**src/sv/mpq_pkg.sv**
```systemverilog
// Shared types and codes for the minimum priority queue.
`timescale 1ns / 1ps

package mpq_pkg;

   // Operation codes of a request
   typedef enum logic {
      OP_ENQ = 1'b0,
      OP_DEQ = 1'b1
   } op_type;

   // Status codes of a response
   typedef enum logic [1:0] {
      ST_ENQ   = 2'd0,
      ST_DEQ   = 2'd1,
      ST_EMPTY = 2'd2,
      ST_FULL  = 2'd3
   } status_type;

   // One request transfer
   typedef struct packed {
      op_type             op;
      logic signed [31:0] item_data;
      logic signed [31:0] item_priority;
   } req_type;

   // One response transfer
   typedef struct packed {
      status_type         status;
      logic signed [31:0] out_data;
      logic signed [31:0] out_priority;
      logic [4:0]         occupancy;
   } rsp_type;

   // One stored queue entry
   typedef struct packed {
      logic signed [31:0] data;
      logic signed [31:0] prio;
   } entry_type;

   // Commands from the controller to the datapath
   typedef struct packed {
      logic       enq_write;
      logic       scan_init;
      logic       scan;
      logic       shift_init;
      logic       shift;
      logic       deq_commit;
      logic       rsp_en;
      status_type rsp_status;
   } ctl_cmd_type;

   // Status from the datapath to the controller
   typedef struct packed {
      logic full;
      logic empty;
      logic scan_done;
      logic shift_done;
   } dp_stat_type;

endpackage

```
**src/sv/mpq_datapath.sv**
```systemverilog
// Datapath of the minimum priority queue: entry memory, scan and compaction walk.
`timescale 1ns / 1ps

module mpq_datapath #(
   parameter int CAPACITY = 16
) (
   input  logic                 clock,
   input  logic                 reset,
   input  mpq_pkg::req_type     req_item,
   input  mpq_pkg::ctl_cmd_type cmd,
   output mpq_pkg::dp_stat_type stat,
   output logic                 rsp_valid,
   output mpq_pkg::rsp_type     rsp_item
);

   localparam int CW = $clog2(CAPACITY + 1);
   localparam int IW = $clog2(CAPACITY);

   // Entries held oldest first
   mpq_pkg::entry_type slot_mem_ff [CAPACITY];

   logic [CW-1:0]      count_ff, count_in;
   logic [CW-1:0]      ptr_ff, ptr_in;
   logic [CW-1:0]      rix_ff;
   logic               rvalid_ff;
   mpq_pkg::entry_type rdata_ff;
   mpq_pkg::entry_type best_ff;
   logic [IW-1:0]      best_ix_ff;
   logic               rsp_valid_ff;
   mpq_pkg::rsp_type   rsp_ff;

   logic               rd_en;
   logic               mem_we;
   logic [CW-1:0]      wrx;
   logic [IW-1:0]      mem_wa;
   mpq_pkg::entry_type mem_wd;
   logic               take_best;
   logic [31:0]        count_wide;

   // Status toward the controller
   assign stat.full       = (count_ff == CW'(CAPACITY));
   assign stat.empty      = (count_ff == '0);
   assign stat.scan_done  = rvalid_ff && (rix_ff == count_ff - CW'(1));
   assign stat.shift_done = (ptr_ff >= count_ff) && !rvalid_ff;

   // Read issue, write port and compare
   always_comb begin
      rd_en     = (cmd.scan || cmd.shift) && (ptr_ff < count_ff);
      wrx       = rix_ff - CW'(1);
      mem_we    = cmd.enq_write || (cmd.shift && rvalid_ff);
      mem_wa    = cmd.enq_write ? count_ff[IW-1:0] : wrx[IW-1:0];
      mem_wd    = rdata_ff;
      if (cmd.enq_write) begin
         mem_wd.data = req_item.item_data;
         mem_wd.prio = req_item.item_priority;
      end
      // strict less keeps the earliest of equal priorities
      take_best = (rix_ff == '0) || ($signed(rdata_ff.prio) < $signed(best_ff.prio));
   end

   // Next pointer and occupancy
   always_comb begin
      ptr_in = ptr_ff;
      if (cmd.scan_init) begin
         ptr_in = '0;
      end else if (cmd.shift_init) begin
         ptr_in = CW'(best_ix_ff) + CW'(1);
      end else if (rd_en) begin
         ptr_in = ptr_ff + CW'(1);
      end

      count_in = count_ff;
      if (cmd.enq_write) begin
         count_in = count_ff + CW'(1);
      end else if (cmd.deq_commit) begin
         count_in = count_ff - CW'(1);
      end
      count_wide = 32'(count_in);
   end

   // Memory write and registered read
   always_ff @(posedge clock) begin
      if (mem_we) begin
         slot_mem_ff[mem_wa] <= mem_wd;
      end
      if (rd_en) begin
         rdata_ff <= slot_mem_ff[ptr_ff[IW-1:0]];
         rix_ff   <= ptr_ff;
      end
   end

   // Control registers
   always_ff @(posedge clock) begin
      if (reset) begin
         count_ff     <= '0;
         ptr_ff       <= '0;
         rvalid_ff    <= 1'b0;
         rsp_valid_ff <= 1'b0;
      end else begin
         count_ff     <= count_in;
         ptr_ff       <= ptr_in;
         rvalid_ff    <= rd_en;
         rsp_valid_ff <= cmd.rsp_en;
      end
   end

   // Running minimum and response payload
   always_ff @(posedge clock) begin
      if (cmd.scan && rvalid_ff && take_best) begin
         best_ff    <= rdata_ff;
         best_ix_ff <= rix_ff[IW-1:0];
      end
      if (cmd.rsp_en) begin
         rsp_ff.status    <= cmd.rsp_status;
         rsp_ff.occupancy <= count_wide[4:0];
         if (cmd.rsp_status == mpq_pkg::ST_DEQ) begin
            rsp_ff.out_data     <= best_ff.data;
            rsp_ff.out_priority <= best_ff.prio;
         end else begin
            rsp_ff.out_data     <= '0;
            rsp_ff.out_priority <= '0;
         end
      end
   end

   assign rsp_valid = rsp_valid_ff;
   assign rsp_item  = rsp_ff;

endmodule

```
**src/sv/mpq_controller.sv**
```systemverilog
// Controller of the minimum priority queue: sequences enqueue, scan and compaction.
`timescale 1ns / 1ps

module mpq_controller (
   input  logic                 clock,
   input  logic                 reset,
   input  logic                 start,
   input  mpq_pkg::op_type      op,
   input  mpq_pkg::dp_stat_type stat,
   output mpq_pkg::ctl_cmd_type cmd,
   output logic                 busy
);

   typedef enum logic [1:0] {
      S_IDLE,
      S_SCAN,
      S_SHIFT_INIT,
      S_SHIFT
   } state_type;

   state_type state_ff, state_in;
   logic      busy_ff, busy_in;
   logic      accept;

   // Next state and commands
   always_comb begin
      accept   = start && !busy_ff;
      state_in = state_ff;
      busy_in  = busy_ff;
      cmd      = '0;
      cmd.rsp_status = mpq_pkg::ST_ENQ;
      case (state_ff)
         S_IDLE: begin
            if (accept) begin
               if (op == mpq_pkg::OP_ENQ) begin
                  cmd.rsp_en = 1'b1;
                  if (stat.full) begin
                     cmd.rsp_status = mpq_pkg::ST_FULL;
                  end else begin
                     cmd.enq_write  = 1'b1;
                     cmd.rsp_status = mpq_pkg::ST_ENQ;
                  end
               end else if (stat.empty) begin
                  cmd.rsp_en     = 1'b1;
                  cmd.rsp_status = mpq_pkg::ST_EMPTY;
               end else begin
                  cmd.scan_init = 1'b1;
                  state_in      = S_SCAN;
                  busy_in       = 1'b1;
               end
            end
         end
         S_SCAN: begin
            cmd.scan = 1'b1;
            if (stat.scan_done) begin
               state_in = S_SHIFT_INIT;
            end
         end
         S_SHIFT_INIT: begin
            cmd.shift_init = 1'b1;
            state_in       = S_SHIFT;
         end
         S_SHIFT: begin
            cmd.shift = 1'b1;
            if (stat.shift_done) begin
               cmd.deq_commit = 1'b1;
               cmd.rsp_en     = 1'b1;
               cmd.rsp_status = mpq_pkg::ST_DEQ;
               state_in       = S_IDLE;
               busy_in        = 1'b0;
            end
         end
         default: begin
            state_in = S_IDLE;
            busy_in  = 1'b0;
         end
      endcase
   end

   // State and registered busy
   always_ff @(posedge clock) begin
      if (reset) begin
         state_ff <= S_IDLE;
         busy_ff  <= 1'b0;
      end else begin
         state_ff <= state_in;
         busy_ff  <= busy_in;
      end
   end

   assign busy = busy_ff;

endmodule

```
**src/sv/min_priority_queue_unit.sv**
```systemverilog
// Top level of the bounded stable minimum priority queue.
`timescale 1ns / 1ps
//
// A request transfer happens at a clock edge with start high and busy low.
// req_item.op selects enqueue (append data and signed priority behind all
// held entries) or dequeue (remove the entry with the smallest priority;
// among equal priorities the oldest one goes, the rest keep their order).
// Every request gives one response: rsp_valid is high for one cycle with
// rsp_item holding status, the dequeued entry (zero otherwise) and the
// occupancy after the request. The receiver cannot hold a response off.
// Enqueue, full enqueue and empty dequeue: response in the cycle after the
// transfer, busy stays low, so these run at one request per cycle.
// Dequeue: entries sit oldest first in a single-port-read memory; one pass
// reads all N held entries to find the minimum, then, after one setup
// step, the entries behind it move down one slot each.
// busy is high meanwhile and drops with the response strobe.
// Reset (synchronous) empties the queue; the memory is not cleared, since
// only slots below the occupancy are ever read.
//
module min_priority_queue_unit #(
   parameter int CAPACITY = 16
) (
   input  logic             clock,
   input  logic             reset,
   input  logic             start,
   output logic             busy,
   input  mpq_pkg::req_type req_item,
   output logic             rsp_valid,
   output mpq_pkg::rsp_type rsp_item
);

   mpq_pkg::ctl_cmd_type cmd;
   mpq_pkg::dp_stat_type stat;

   // Sequencer
   mpq_controller u_ctl (
      .clock (clock),
      .reset (reset),
      .start (start),
      .op    (req_item.op),
      .stat  (stat),
      .cmd   (cmd),
      .busy  (busy)
   );

   // Storage and compare
   mpq_datapath #(
      .CAPACITY (CAPACITY)
   ) u_dp (
      .clock     (clock),
      .reset     (reset),
      .req_item  (req_item),
      .cmd       (cmd),
      .stat      (stat),
      .rsp_valid (rsp_valid),
      .rsp_item  (rsp_item)
   );

endmodule

```
**config.mk**
```make
export PLATFORM = sky130hd
export DESIGN_NAME = min_priority_queue_unit
export DESIGN_NICKNAME = d
export VERILOG_FILES = /design/src/sv/mpq_pkg.sv /design/src/sv/mpq_datapath.sv /design/src/sv/mpq_controller.sv /design/src/sv/min_priority_queue_unit.sv
export SDC_FILE = /design/constraint.sdc
export NUM_CORES = 1
export LEC_CHECK = 0
export ABC_CLOCK_PERIOD_IN_PS = 9850
export BUFFER_PORTS_ARGS = -buffer_cell sky130_fd_sc_hd__buf_2
export CAP_MARGIN = 20
export CORE_UTILIZATION = 58
export DETAILED_ROUTE_END_ITERATION = 10
export GPL_TIMING_DRIVEN = 0
export HOLD_SLACK_MARGIN = 0.06
export PLACE_DENSITY_LB_ADDON = 0.05
export SYNTH_ARGS = -nofsm -noshare
export SYNTH_HDL_FRONTEND = slang
export SYNTH_SLANG_ARGS = --single-unit
```
**constraint.sdc**
```tcl
create_clock -name clock -period 9.85 [get_ports clock]
set_clock_uncertainty 0.2 [all_clocks]
set_input_delay 0.985 -clock clock [delete_from_list [all_inputs] [get_ports clock]]
set_output_delay 0.985 -clock clock [all_outputs]
set_load 0.01 [all_outputs]
```
==> run_results.csv <==
group,metric,value,unit
synth,async_reset_ff_frac,0,
min_path,hold_path.class,"flop to flop",
clock_network,cts_setup_buffers,0,
floorplan,initial_core_util,0.585,
global_route,grt_antenna_before_repair,1,
power,internal_power,9.68,mW
placed_design,gp_congestion,0.813,
synth,synth_area_per_cell,21.6,µm²
global_route,grt_overflow,0,
detailed_routing,wirelength,116,mm
global_route,grt.total_usage,0.284,
sta,fmax,0.205,GHz
layout,instances_no_fill,3723,
setup_path,critical_path_class,"flop to flop",
synth,synthFlopType,"edfxtp_1",
synth,ys_types,52,
synth,synth_top_family_by_area,"multiplexers",
clock_network,cts.sinks,1247,
setup_path,start_kind,"flop",
outcome,outcome,"finished, final reports clean",
power,p_per_area,228,nW/µm²
synth,synth_area_leaders,"edfxtp_1, mux4_2, nand2_1, ha_1, dfxtp_1",
power,combPwrFrac,0.127,
floorplan,rows,105,
power,p_sw,3.03,mW
synth,synthAdderAreaFrac,0.0120,
sta,rsz0062_at_grt,"false",
sta,tightest_slew,1.11,ns
clock_network,cts_max_level,3,
clock_network,cts_resized,0,
synth,synth_cells,2219,
clock_network,cts_hold_buffers,0,
placed_design,io_buffers,140,
floorplan,core,82000,µm²
floorplan,die_h,290,µm
placed_design,post-dp-hpwl,72.0,mm
clock_network,tritoncts,"built",
setup_path,critPathCaptureType,"flop",
detailed_routing,firstDrtPassIters,6,
synth,synth_top_area_share,0.771,
synth,synth-xor-area-share,0.00256,
synth,synthSimpleGateAreaFrac,0.0347,
sta,holdWs,0.247,ns
power,p_leak,17.9,nW
layout,final_util,0.680,
placed_design,placed_cells,3492,
detailed_routing,dr_total_vias,23800,
clock_network,clk_latency,0.68,ns
synth,synth_edf_count,1232,
detailed_routing,vias_per_cell,6.40,
flow_run,drv_cap,0,
sta,setup_ws,4.98,ns
synth,ys_seq_area_frac,0.777,
detailed_routing,drt_iter0_markers,2978,
clock_network,clkSlewWorstSetupHoldPaths,0.06,ns
synth,synth-seq-cells,1247,
floorplan,io_pins,141,
setup_path,path_max_fanout,20,
synth,yosys.area.top_type,"edfxtp_1",
synth,synth-compound-area-share,0.00996,
layout,drive_above_1_share,0.287,
global_route,grt_pass1_wl,166,mm
sta,min_period,4.87,ns
clock_network,cts_buffer_depth,3,
placed_design,dp_slack,4.84,ns
global_route,grt_max_degree,45,
sta,max_slew_margin,0.259,
sta,timing.final.crit_share,0.495,
layout,final_nets,2667,
global_route,first_global_vias,24100,
layout,area_growth,16.1,%
power,power_frac_clock,0.369,
clock_network,root_buffer,"clkbuf_16",
synth,synth_nets,2333,
floorplan,die_w,290,µm
power,seq_power_share,0.504,
synth,yosys_warnings,0,
layout,fin_area,55700,µm²
setup_path,crit_required,10.01,ns
floorplan,dieArea,83900,µm²
layout,n_antenna_cell,0,
synth,muxShareOfSynthArea,0.151,
clock_network,cts_buffers,121,
detailed_routing,final_antenna_net_count,0,
power,sw_frac_of_total,0.238,
power,peakVddDrop,164,µV
setup_path,worstPathArrival,5.03,ns
sta,fin_tns_setup,0,ns
synth,netlist_area,48000,µm²
detailed_routing,drc_errors,0,
power,power,12.7,mW
sta,hold_viol_final,0,
detailed_routing,post_drt_wl_per_cell,31.3,µm
placed_design,dpl_cell_area,51600,µm²
sta,drv_slew,0,
sta,setup_viol,0,
## layout by cell type, fill, tap and decap left out, types with 11 or more instances in the layout
cell type  Yosys  final
edfxtp_1    1232   1232
bufinv_16      0     18
buf_12         0     39
clkinv_2       0     19
nor4_1        33     33
mux4_2       320    320
buf_2         33    174
clkbuf_1      61     80
dfxtp_1       15     15
nor2_4         0     16
a21oi_1       26     25
ha_1          46     46
inv_1         47     47
clkbuf_16      0    124
nand2_1      214    214
buf_16         0     22
nor2_1        27     11
o21ai_0       14     14
clkinv_1       0     35
and2_1        39     39
## state kept, by name, indices dropped and copies added, names as in the netlist, 2 cells and up
register	cells
u_dp.slot_mem_ff	1024
u_dp.rsp_item	71
u_dp.best_ff	64
u_dp.rdata_ff	64
u_dp.count_ff	5
u_dp.ptr_ff	5
u_dp.rix_ff	5
u_dp.best_ix_ff	4
u_ctl.state_ff	2
## path summary, 6_finish.rpt
| path | start | end | slack [ns] | cells after the start |
|---|---|---|---|---|
| worst max-delay path | u_dp.count_ff[0]$_SDFF_PP0_ | u_dp.slot_mem_ff[12][23]$_DFFE_PP_ | 4.98 | 10 |
| worst min-delay path | u_dp.rdata_ff[56]$_DFFE_PP_ | u_dp.best_ff[56]$_DFFE_PP_ | 0.25 | 0 |
| worst min register to register | u_dp.rdata_ff[56]$_DFFE_PP_ | u_dp.best_ff[56]$_DFFE_PP_ | 0.25 | 0 |
| worst max register to register | u_dp.count_ff[0]$_SDFF_PP0_ | u_dp.slot_mem_ff[12][23]$_DFFE_PP_ | 4.98 | 10 |
## layout make-up
type	instances	area, µm²
Multi-Input combinational cell	819	10200
Clock inverter	80	838
Sequential cell	1247	37300
Buffer	106	447
Tap cell	1070	1340
Fill cell	5182	26300
Inverter	47	176
Clock buffer	143	3170
Timing Repair Buffer	211	2220
## worst max-delay path: stages (launching register included)
cell and delay, ns:
dfxtp_1 0.51, inv_1 0.18, ha_1 0.29, nor3b_1 0.19, a211oi_1 0.51, buf_2 0.33, buf_2 0.60, a21oi_1 0.46
nor2_4 0.75, buf_12 0.29, buf_12 0.23
## metal layers
layer  global-route usage  part of all wire  vias up
li1                     -                 -     9812
met1                0.418              0.41    12700
met2                0.450              0.49     1158
met3               0.0507             0.082      157
met4               0.0712             0.021        4
met5                    0           0.00023        -
## cells by family (layout without fill, tap and decap cells)
family / count (synthesis) / count (layout)
flops: 1247 / 1247
simple gates: 362 / 362
mux: 322 / 322
buf+inv: 153 / 587
compound gates: 75 / 75
fa+ha+maj: 46 / 46
xor+xnor: 14 / 14
## cell usage after synthesis (3+ instances only)
| master | n |
|---|---|
| edfxtp_1 | 1232 |
| buf_1 | 10 |
| nor2_1 | 27 |
| a211oi_1 | 3 |
| a21oi_1 | 26 |
| nand4_1 | 5 |
| nand3_1 | 8 |
| nand2b_1 | 5 |
| mux4_2 | 320 |
| xor2_1 | 4 |
| buf_2 | 33 |
| nor4_1 | 33 |
| and2_1 | 39 |
| nand3b_1 | 3 |
| o31ai_1 | 5 |
| dfxtp_1 | 15 |
| o21ai_0 | 14 |
| inv_1 | 47 |
| o211ai_1 | 3 |
| o21a_1 | 3 |
| clkbuf_1 | 61 |
| xnor2_1 | 10 |
| and3_1 | 4 |
| nand2_1 | 214 |
| a31oi_1 | 5 |
| o31a_1 | 3 |
| nor3_1 | 10 |
| ha_1 | 46 |
## power by group through the flow
stage | Combinational (mW) | Sequential [mW] | Clock [mW]
2_1_floorplan | 0.921 | 6.57 | 0
3_3_place_gp | 1.47 | 6.57 | 0
3_5_place_dp | 1.62 | 6.52 | 0
4_1_cts | 1.63 | 6.41 | 4.74
5_1_grt | 1.74 | 6.43 | 4.93
6_report | 1.62 | 6.41 | 4.69
Power figures use the tool's default switching activity.
